**src/rtl/core/tcw_pkg.sv**
```systemverilog
// Shared constants, payload types and controller/datapath interface types of the text console.
package tcw_pkg;

  localparam int COLUMNS     = 80;
  localparam int ROWS        = 25;
  localparam int CELLS       = ROWS * COLUMNS;
  localparam int SHIFT_CELLS = (ROWS - 1) * COLUMNS;
  localparam int COL_W       = $clog2(COLUMNS);
  localparam int ROW_W       = $clog2(ROWS);
  localparam int ADDR_W      = $clog2(CELLS);
  localparam int CNT_W       = $clog2(CELLS + 1);
  localparam int TAB_STEP    = 8;

  localparam int FUNC_W   = 2;
  localparam int CHAR_W   = 8;
  localparam int INDEX_W  = 11;
  localparam int CURSOR_W = 11;
  localparam int ATTR_W   = 8;
  localparam int CELL_W   = ATTR_W + CHAR_W;

  localparam logic [FUNC_W-1:0] FUNC_PUT   = 2'd0;
  localparam logic [FUNC_W-1:0] FUNC_CLEAR = 2'd1;
  localparam logic [FUNC_W-1:0] FUNC_READ  = 2'd2;

  localparam logic [CHAR_W-1:0] CHAR_BS    = 8'h08;
  localparam logic [CHAR_W-1:0] CHAR_TAB   = 8'h09;
  localparam logic [CHAR_W-1:0] CHAR_LF    = 8'h0A;
  localparam logic [CHAR_W-1:0] CHAR_CR    = 8'h0D;
  localparam logic [CHAR_W-1:0] CHAR_SPACE = 8'h20;

  localparam logic [ATTR_W-1:0] ATTR_RESET = 8'h0F;

  typedef struct packed {
    logic [FUNC_W-1:0]  func;
    logic [CHAR_W-1:0]  char_code;
    logic [INDEX_W-1:0] cell_index;
  } tcw_in_t;

  typedef struct packed {
    logic [CURSOR_W-1:0] cursor_position;
    logic [CELL_W-1:0]   read_value;
  } tcw_out_t;

  typedef enum logic [1:0] {
    WR_COPY  = 2'd0,
    WR_BLANK = 2'd1,
    WR_RESET = 2'd2
  } wr_src_e;

  typedef struct packed {
    logic    accept;
    logic    sweep_step;
    wr_src_e sweep_src;
    logic    resp_load;
  } tcw_cmd_t;

  typedef struct packed {
    logic item_scroll;
    logic item_clear;
    logic sweep_last_copy;
    logic sweep_last_cell;
    logic out_free;
  } tcw_sts_t;

endpackage

```
**src/rtl/core/tcw_ctrl.sv**
```systemverilog
// Sequencer for request intake, clearing pass, scroll sweep and result hand-off.
module tcw_ctrl (
  input  logic              clk_i,
  input  logic              rst_ni,
  input  logic              in_valid_i,
  output logic              in_ready_o,
  input  tcw_pkg::tcw_sts_t sts_i,
  output tcw_pkg::tcw_cmd_t cmd_o
);
  import tcw_pkg::*;

  typedef enum logic [2:0] {
    ST_INIT,
    ST_SETTLE,
    ST_IDLE,
    ST_COPY,
    ST_FILL,
    ST_RESP
  } state_e;

  state_e state_q, state_d;

  always_comb begin
    state_d    = state_q;
    cmd_o      = '0;
    in_ready_o = 1'b0;
    case (state_q)
      ST_INIT: begin
        cmd_o.sweep_step = 1'b1;
        cmd_o.sweep_src  = WR_RESET;
        if (sts_i.sweep_last_cell) begin
          state_d = ST_SETTLE;
        end
      end
      ST_SETTLE: begin
        state_d = ST_IDLE;
      end
      ST_IDLE: begin
        in_ready_o = 1'b1;
        if (in_valid_i) begin
          cmd_o.accept = 1'b1;
          if (sts_i.item_clear) begin
            state_d = ST_FILL;
          end else if (sts_i.item_scroll) begin
            state_d = ST_COPY;
          end else begin
            state_d = ST_RESP;
          end
        end
      end
      ST_COPY: begin
        cmd_o.sweep_step = 1'b1;
        cmd_o.sweep_src  = WR_COPY;
        if (sts_i.sweep_last_copy) begin
          state_d = ST_FILL;
        end
      end
      ST_FILL: begin
        cmd_o.sweep_step = 1'b1;
        cmd_o.sweep_src  = WR_BLANK;
        if (sts_i.sweep_last_cell) begin
          state_d = ST_RESP;
        end
      end
      ST_RESP: begin
        if (sts_i.out_free) begin
          cmd_o.resp_load = 1'b1;
          state_d         = ST_IDLE;
        end
      end
      default: begin
        state_d = ST_INIT;
      end
    endcase
  end

  always_ff @(posedge clk_i or negedge rst_ni) begin
    if (!rst_ni) begin
      state_q <= ST_INIT;
    end else begin
      state_q <= state_d;
    end
  end

endmodule

```
**config.mk**
```make
export PLATFORM = sky130hd
export DESIGN_NAME = tcw_ctrl
export DESIGN_NICKNAME = d
export VERILOG_FILES = /design/src/rtl/core/tcw_pkg.sv /design/src/rtl/core/tcw_ctrl.sv
export SDC_FILE = /design/constraint.sdc
export NUM_CORES = 1
export LEC_CHECK = 0
export ABC_AREA = 0
export CAP_MARGIN = 5
export CORE_AREA = 2 2 39 41
export CTS_CLUSTER_SIZE = 28
export DETAILED_ROUTE_END_ITERATION = 12
export DIE_AREA = 0 0 41 43
export DONT_BUFFER_PORTS = 1
export GPL_ROUTABILITY_DRIVEN = 0
export SKIP_CTS_REPAIR_TIMING = 1
export SLEW_MARGIN = 20
export SYNTH_ARGS = -nofsm -noshare
export SYNTH_HDL_FRONTEND = slang
export SYNTH_SLANG_ARGS = --single-unit
```
**constraint.sdc**
```tcl
create_clock -name clk_i -period 1.55 [get_ports clk_i]
set_input_delay 0.155 -clock clk_i [delete_from_list [all_inputs] [get_ports clk_i]]
set_output_delay 0.155 -clock clk_i [all_outputs]
set_load 0.02 [all_outputs]
```
==> run metrics, run 1 <==
run status=complete, no violations; worst-path maximum fanout=12; Final period util=between 90% and 100%; Clock Sink Count=3; total detailed-routing wirelength=about 570 microns; origin of the worst setup path=state_q[0]; Setup Slack @ Placement=279 ps; CTS buffer count=3; TritonCTS clock tree=built; number of vias per cell after detailed routing=roughly 4.6; leakage power total=about 0.13 nW; filler cell count=approximately 170; Total Nets Final=46; number of hold-slack violations in the final timing report=0; leading cell types by total area after synthesis=dfrtp_1 (32%), a21oi_1 (8.4%), nand2b_1 (7.9%); destination of the worst register-to-register timing path=state_q[0]; total standard cell area after synthesis=between 200 and 250 sq um; level count of the clock H-tree=1; effective utilization at floorplan=between 15 and 20%; vias in the first global route=228; maximum achievable frequency=~700 MHz; post-DR wirelength/cell=10.8 microns; area share of the leading cell type in the synthesized netlist=a little under a third; fin. max-slew vios=0; final setup fails=0; routed via count=between 200 and 250; worst min-delay path class=primary input to asynchronous set/reset pin; final total negative setup slack=0 ps; overall track demand over capacity in global routing=under 10%; worst setup slack after layout=~150 ps; clock latency on the worst-skew pair=230 ps; worst path buffer plus inverter count=1; DRC viols=0; crit path DAT=~1200 ps; maximum buffer depth of the clock tree=2; gate count after technology mapping=30; Area Growth Syn to Fin=33.7%; number of rows in the core area=14; gate family responsible for the most delay along the worst path=simple AND/OR/NAND/NOR gates; chip height=43 microns; area taken by flip-flops and latches=between 70 and 80 sq um; top register by number of flip-flops=state_q; layer with the highest usage after global routing=met1; Placed Instance Area=roughly 280 sq um; delay of the slowest cell on the worst path=390 ps; GR Overflow Total=0; Global Route met3 Usage=under 10%; pin count of the biggest net entering global routing=13; Mapped Avg Cell Area=a little under 8 sq um; data required time at the worst endpoint=1390 ps; instance count on the critical path=3; power density over cell area=between 2000 and 2500 nW/um^2; violation count after the first detailed-route iteration=3; layout cell share with drive strength beyond 1=roughly 30%; critical path capture point=cmd_o[4]; Final HPWL DP=around 430 microns; combined area of the multi-input logic cells=~160 sq um; post-synthesis net count=38; minimum clock period after layout=~1400 ps; flip-flop count of the largest register, all copies and words added=3; slowest library cell on the worst path=dfrtp_1; slew of the pin with the lowest slew margin=around 380 ps; count of pins on the block boundary=14; capturing element type of the critical path=output pin; Ant. Diodes=0; post-route worst hold slack=roughly 170 ps; first-pass iteration count of the detailed router=2; number of nets with antenna violations after routing=0; RSZ-0062 raised after global routing=false; Die Footprint=~1800 sq um; Max transition margin=around three quarters; max-cap violation count=0; worst IR drop on VDD=roughly 520 uV; count of input and output buffers=0; cell-by-cell trace of the critical path=buf_4 > nor3b_2 > and2_1; post-route clock skew=between 1.5 and 2 ps; depth of the most critical reg-to-reg path=3; M2 GR Usage=between 10% and 20%; Synth cell types=18; post-layout instance area=~320 sq um; startpoint of the most critical register-to-register path=state_q[1]; first-pass GRT wire length=between 900 and 1000 microns; Die Wd=approximately 41 microns; largest area contributor in the synthesized netlist=dfrtp_1; number of synthesis warnings=0; startpoint type of the worst setup path=flip-flop; post-synthesis sequential area ratio=a little under a third; critical path type=flip-flop to output pin; highest-count cells in the layout ignoring fill and taps=nor2_1 (4), a21oi_1 (4), buf_4 (4); clk slew on worst S/H paths=roughly 40 ps; Top Registers=state_q x3; GR Layer Usage met1=between 10 and 15%; area of the core=around 1400 sq um; initial antenna violation count=0; number of flip-flops and latches in the synthesized netlist=3; worst setup slack for register-to-register paths=between 300 and 400 ps; cell chosen for the clock root=clkbuf_4
-- final cells by class --
type	count	area share, %
multi-input combinational	25	48.8
clock buffer	4	8.27
timing repair buffer	5	12.6
sequential	3	24.0
tap	16	6.30
-- cells in the mapped netlist (all sizes together) --
cell	count
a21o	1
a21oi	4
a22oi	1
and2	2
buf	2
dfrtp	3
mux2i	1
nand2	2
nand2b	3
nor2	4
nor2b	1
nor3	2
nor3b	1
o21ai	1
o2bb2ai	1
o32a	1
-- logic make-up after synthesis --
| group | after synthesis | synth area share, % |
|---|---|---|
| AND/OR/NAND/NOR | 15 | 33.7 |
| AO/OA/AOI/OAI | 9 | 25.3 |
| flip-flops | 3 | 31.6 |
| buffers and inverters | 2 | 5.26 |
| multiplexers | 1 | 4.21 |
-- per-stage QoR --
| step | util [%] | instances | power [W] |
|---|---|---|---|
| floorplan | - | 30 | 0.000510 |
| detailed placement | 20.3 | 48 | 0.000624 |
| global route | 23.0 | 53 | 0.000838 |
| CTS | 22.2 | 52 | 0.000769 |
| global placement | 20.3 | 48 | 0.000614 |
| finish | 23.0 | 53 | 0.000762 |
-- power breakdown --
group	switching (W)	internal [W]
Combinational	0.000237	0.000200
Sequential	0.0000663	0.000121
Clock	0.0000412	0.0000965
-- worst min path at each step --
| stage | start | endpoint | slack (ps) | cells past startpoint |
|---|---|---|---|---|
| after floorplan | rst_ni | state_q[0] | -140 | 0 |
| after global placement | rst_ni | state_q[2] | -140 | 0 |
| after detailed placement | rst_ni | state_q[0] | -140 | 0 |
| after CTS | rst_ni | state_q[0] | -390 | 0 |
| after global routing | rst_ni | state_q[0] | 180 | 1 |
| final | rst_ni | state_q[0] | 170 | 1 |
-- layer usage --
layer / vias to the layer above / wire length (microns)
met4: 0 / 11
met3: 2 / 21
met2: 7 / 287
met1: 111 / 254
met5: - / 0
li1: 122 / -
(Power assumes the default switching activity.)
==> run 2, diff against run 1 <==
==> constraint.sdc (replaced) <==
create_clock -name clk_i -period 1.5 [get_ports clk_i]
set_input_delay 0.15 -clock clk_i [delete_from_list [all_inputs] [get_ports clk_i]]
set_output_delay 0.15 -clock clk_i [all_outputs]
set_load 0.02 [all_outputs]
==> run metrics, run 2 (synthesis gave the netlist of run 1 again) <==
Final HPWL DP=about 450 microns; first-pass GRT wire length=~900 microns; highest-count cells in the layout ignoring fill and taps=buf_4 (5), nor2_1 (4), a21oi_1 (4); Total Nets Final=47; most common cell after layout, fill and taps aside=buf_4; area of the core=1380 sq um; worst setup slack for register-to-register paths=roughly 250 ps; top register by number of flip-flops=state_q; level count of the clock H-tree=1; origin of the worst setup path=state_q[0]; Max transition margin=74.4%; final total negative setup slack=0 ps; violation count after the first detailed-route iteration=7; clock network power share=between 10% and 20%; number of hold-slack violations in the final timing report=0; pin count of the biggest net entering global routing=13; fin. max-slew vios=0; Net Sw Frac=44.6%; worst-path maximum fanout=12; DRC viols=0; Ant. Diodes=0; overall track demand over capacity in global routing=under 10%; fraction of the core area covered by cells at the end of the flow=roughly a quarter; initial antenna violation count=0; vias in the first global route=231; net load switching power=about 0.00036 W; final setup fails=0; capturing element type of the critical path=output pin; cell internal pwr=around 0.00044 W; sequential fraction of design power=between 20% and 30%; flip-flop count of the largest register, all copies and words added=3; effective utilization at floorplan=about 17%; number of vias per cell after detailed routing=approximately 4.2; RSZ-0062 raised after global routing=false; routed via count=about 230; CTS buffer count=3; slew of the pin with the lowest slew margin=around 380 ps; chip height=between 40 and 50 microns; Clock Sink Count=3; Placed Instance Area=approximately 290 sq um; clk slew on worst S/H paths=about 40 ps; post-layout instance area=324 sq um; post-route worst hold slack=~160 ps; Die Wd=about 41 microns; number of nets with antenna violations after routing=0; GR Overflow Total=0; Final period util=92.8%; startpoint of the most critical register-to-register path=state_q[1]; Overall Power=between 0.0008 and 0.0009 W; leakage power total=~0.14 nW; first-pass iteration count of the detailed router=3; worst IR drop on VDD=approximately 640 uV; critical path type=flip-flop to output pin; count of pins on the block boundary=14; data required time at the worst endpoint=1350 ps; clock latency on the worst-skew pair=between 200 and 250 ps; Die Footprint=about 1800 sq um; max-cap violation count=0; maximum achievable frequency=a little over 700 MHz; run status=complete, no violations; worst min-delay path class=primary input to flip-flop; post-route clock skew=0.548 ps; total detailed-routing wirelength=between 500 and 600 microns; Logic pwr share=59.7%; startpoint type of the worst setup path=flip-flop; depth of the most critical reg-to-reg path=3; Top Registers=state_q x3; TritonCTS clock tree=built; critical path capture point=cmd_o[4]; destination of the worst register-to-register timing path=state_q[0]; number of rows in the core area=14; crit path DAT=approximately 1200 ps; power density over cell area=about 2500 nW/um^2; layout cell share with drive strength beyond 1=between 20% and 30%; post-DR wirelength/cell=approximately 11 microns; maximum buffer depth of the clock tree=2; count of input and output buffers=0; cell chosen for the clock root=clkbuf_4; minimum clock period after layout=approximately 1400 ps; Area Growth Syn to Fin=36.3%
run 2: worst min-delay path by stage:
stage / startpoint / endpoint / slack, ps / cells after the start
4_1_cts: rst_ni / state_q[0] / -400 / 0
6_report: sts_i[0] / state_q[1] / 160 / 3
3_3_place_gp: rst_ni / state_q[0] / -150 / 0
2_1_floorplan: rst_ni / state_q[0] / -150 / 0
5_1_grt: rst_ni / state_q[2] / 170 / 1
3_5_place_dp: rst_ni / state_q[0] / -150 / 0
run 2: final cells by class:
type / instances / area, sq um
tap: 16 / 20.0
multi-input combinational: 25 / 155
sequential: 3 / 75.1
fill: 157 / 1060
clock buffer: 4 / 26.3
timing repair buffer: 6 / 47.5
run 2: metrics by stage:
step / instances / setup slack, ps
floorplan: 30 / 136
global placement: 49 / 291
detailed placement: 49 / 262
CTS: 53 / 92.0
global route: 54 / 30.2
finish: 54 / 109
run 2: power by group through the flow:
stage	Sequential, W	Combinational [W]	Clock, W
5_1_grt	0.000191	0.000535	0.000156
3_5_place_dp	0.000182	0.000481	0
4_1_cts	0.000182	0.000482	0.000149
6_report	0.000182	0.000479	0.000140
2_1_floorplan	0.000159	0.000368	0
3_3_place_gp	0.000179	0.000478	0
run 2: layer usage:
metal	global-route usage [%]	share of wire [%]	routed length, microns	vias up
met2	10.3	52	299	5
met1	9.68	42	241	100
met3	1.57	6.4	37	0
met4	8.00	0	0	0
li1	-	-	-	123
met5	0	0	0	-
run 2: critical path, stage by stage, from the launching register on:
cell     delay (ps)
dfrtp_1         390
buf_4           180
nor3b_2         180
and2_1          260
==> run 3, diff against run 2 <==
==> constraint.sdc (replaced) <==
create_clock -name clk_i -period 1.15 [get_ports clk_i]
set_input_delay 0.115 -clock clk_i [delete_from_list [all_inputs] [get_ports clk_i]]
set_output_delay 0.115 -clock clk_i [all_outputs]
set_load 0.02 [all_outputs]
==> run metrics, run 3 (synthesis gave the netlist of run 1 again) <==
number of rows in the core area=14; Ant. Diodes=0; cell chosen for the clock root=clkbuf_4; TritonCTS clock tree=built; leakage power total=0.160 nW; post-DR wirelength/cell=approximately 11 microns; final total negative setup slack=-586 ps; Final period util=112%; slew of the pin with the lowest slew margin=between 200 and 300 ps; count of pins on the block boundary=14; Die Wd=41 microns; Max transition margin=slightly above 80%; area of the core=about 1400 sq um; minimum clock period after layout=about 1300 ps; worst setup slack after layout=-140 ps; startpoint type of the worst setup path=flip-flop; max-cap violation count=0; top register by number of flip-flops=state_q; destination of the worst register-to-register timing path=state_q[2]; overall track demand over capacity in global routing=under 10%; worst min-delay path class=primary input to asynchronous set/reset pin; maximum achievable frequency=slightly below 800 MHz; chip height=43 microns; fraction of the core area covered by cells at the end of the flow=between 20% and 30%; startpoint of the most critical register-to-register path=state_q[0]; worst setup slack for register-to-register paths=-20 ps; violation count after the first detailed-route iteration=4; power density over cell area=roughly 3200 nW/um^2; depth of the most critical reg-to-reg path=3; clk slew on worst S/H paths=40 ps; critical path type=flip-flop to output pin; data required time at the worst endpoint=approximately 1000 ps; fin. max-slew vios=0; Top Registers=state_q x3; initial antenna violation count=0; maximum buffer depth of the clock tree=2; DRC viols=0; Setup Slack @ Placement=-6.83 ps; Total Nets Final=50; final setup fails=7; number of vias per cell after detailed routing=around 4.4; effective utilization at floorplan=around 17%; crit path DAT=between 1000 and 1500 ps; filler cell count=about 160; number of hold-slack violations in the final timing report=0; vias in the first global route=~230; count of input and output buffers=0; run status=finished with violations; post-route worst hold slack=roughly 130 ps; area taken by flip-flops and latches=about 76 sq um; capturing element type of the critical path=output pin; pin count of the biggest net entering global routing=13; routed via count=~250; first-pass GRT wire length=just over 800 microns; flip-flop count of the largest register, all copies and words added=3; CTS buffer count=3; delay of the slowest cell on the worst path=390 ps; slowest library cell on the worst path=dfrtp_1; Final HPWL DP=454 microns; violations in the final reports=negative setup slack; combined area of the multi-input logic cells=around 170 sq um; GR Overflow Total=0; most common cell after layout, fill and taps aside=buf_4; worst-path maximum fanout=12; total detailed-routing wirelength=605 microns; post-route clock skew=1.66 ps; Clock Sink Count=3; clock latency on the worst-skew pair=around 230 ps; level count of the clock H-tree=1; highest-count cells in the layout ignoring fill and taps=buf_4 (7), nor2_1 (4), a21oi_1 (4); layout cell share with drive strength beyond 1=between 30% and 40%; cell-by-cell trace of the critical path=buf_6 > nor3b_4 > and2_4; number of nets with antenna violations after routing=0; first-pass iteration count of the detailed router=4; worst IR drop on VDD=between 700 and 800 uV; Area Growth Syn to Fin=53.7%; RSZ-0062 raised after global routing=true; Die Footprint=1760 sq um
-- run 3: worst max path at each step --
stage	startpoint	to	cells past startpoint
2_1_floorplan	state_q[0]	cmd_o[4]	3
3_3_place_gp	state_q[2]	state_q[0]	3
3_5_place_dp	state_q[2]	state_q[0]	3
4_1_cts	state_q[2]	cmd_o[3]	4
5_1_grt	state_q[1]	cmd_o[4]	3
6_report	state_q[0]	cmd_o[4]	3
-- run 3: area by class of cell --
| class | count | share of cell area (%) |
|---|---|---|
| tap | 16 | 5.48 |
| clock buffer | 4 | 7.19 |
| sequential | 3 | 20.9 |
| multi-input combinational | 25 | 46.2 |
| timing repair buffer | 9 | 20.2 |
-- run 3: critical path: cells and delay by family, from the launching register on --
kind          cells  cell delay, ps
buf+inv           1             150
flops             1             390
simple gates      2             400
-- run 3: where the power goes --
part           switching [W]  internal [W]
logic               0.000367      0.000379
clock network      0.0000538      0.000130
registers          0.0000813      0.000164
-- run 3: per-layer routing --
layer	track usage [%]	wire length, microns	part of all wire [%]	up-vias
li1	-	-	-	127
met1	7.74	233	39	112
met2	10.6	309	51	9
met3	2.09	62	10	0
met4	8.00	0	0	0
met5	0	0	0	-
-- run 3: stage by stage --
| stage | cell area [sq um] | cells | total power, W |
|---|---|---|---|
| floorplan | 267 | 30 | 0.000781 |
| global placement | 324 | 52 | 0.000963 |
| detailed placement | 324 | 52 | 0.000966 |
| CTS | 350 | 56 | 0.00117 |
| global route | 365 | 57 | 0.00127 |
| finish | 365 | 57 | 0.00118 |
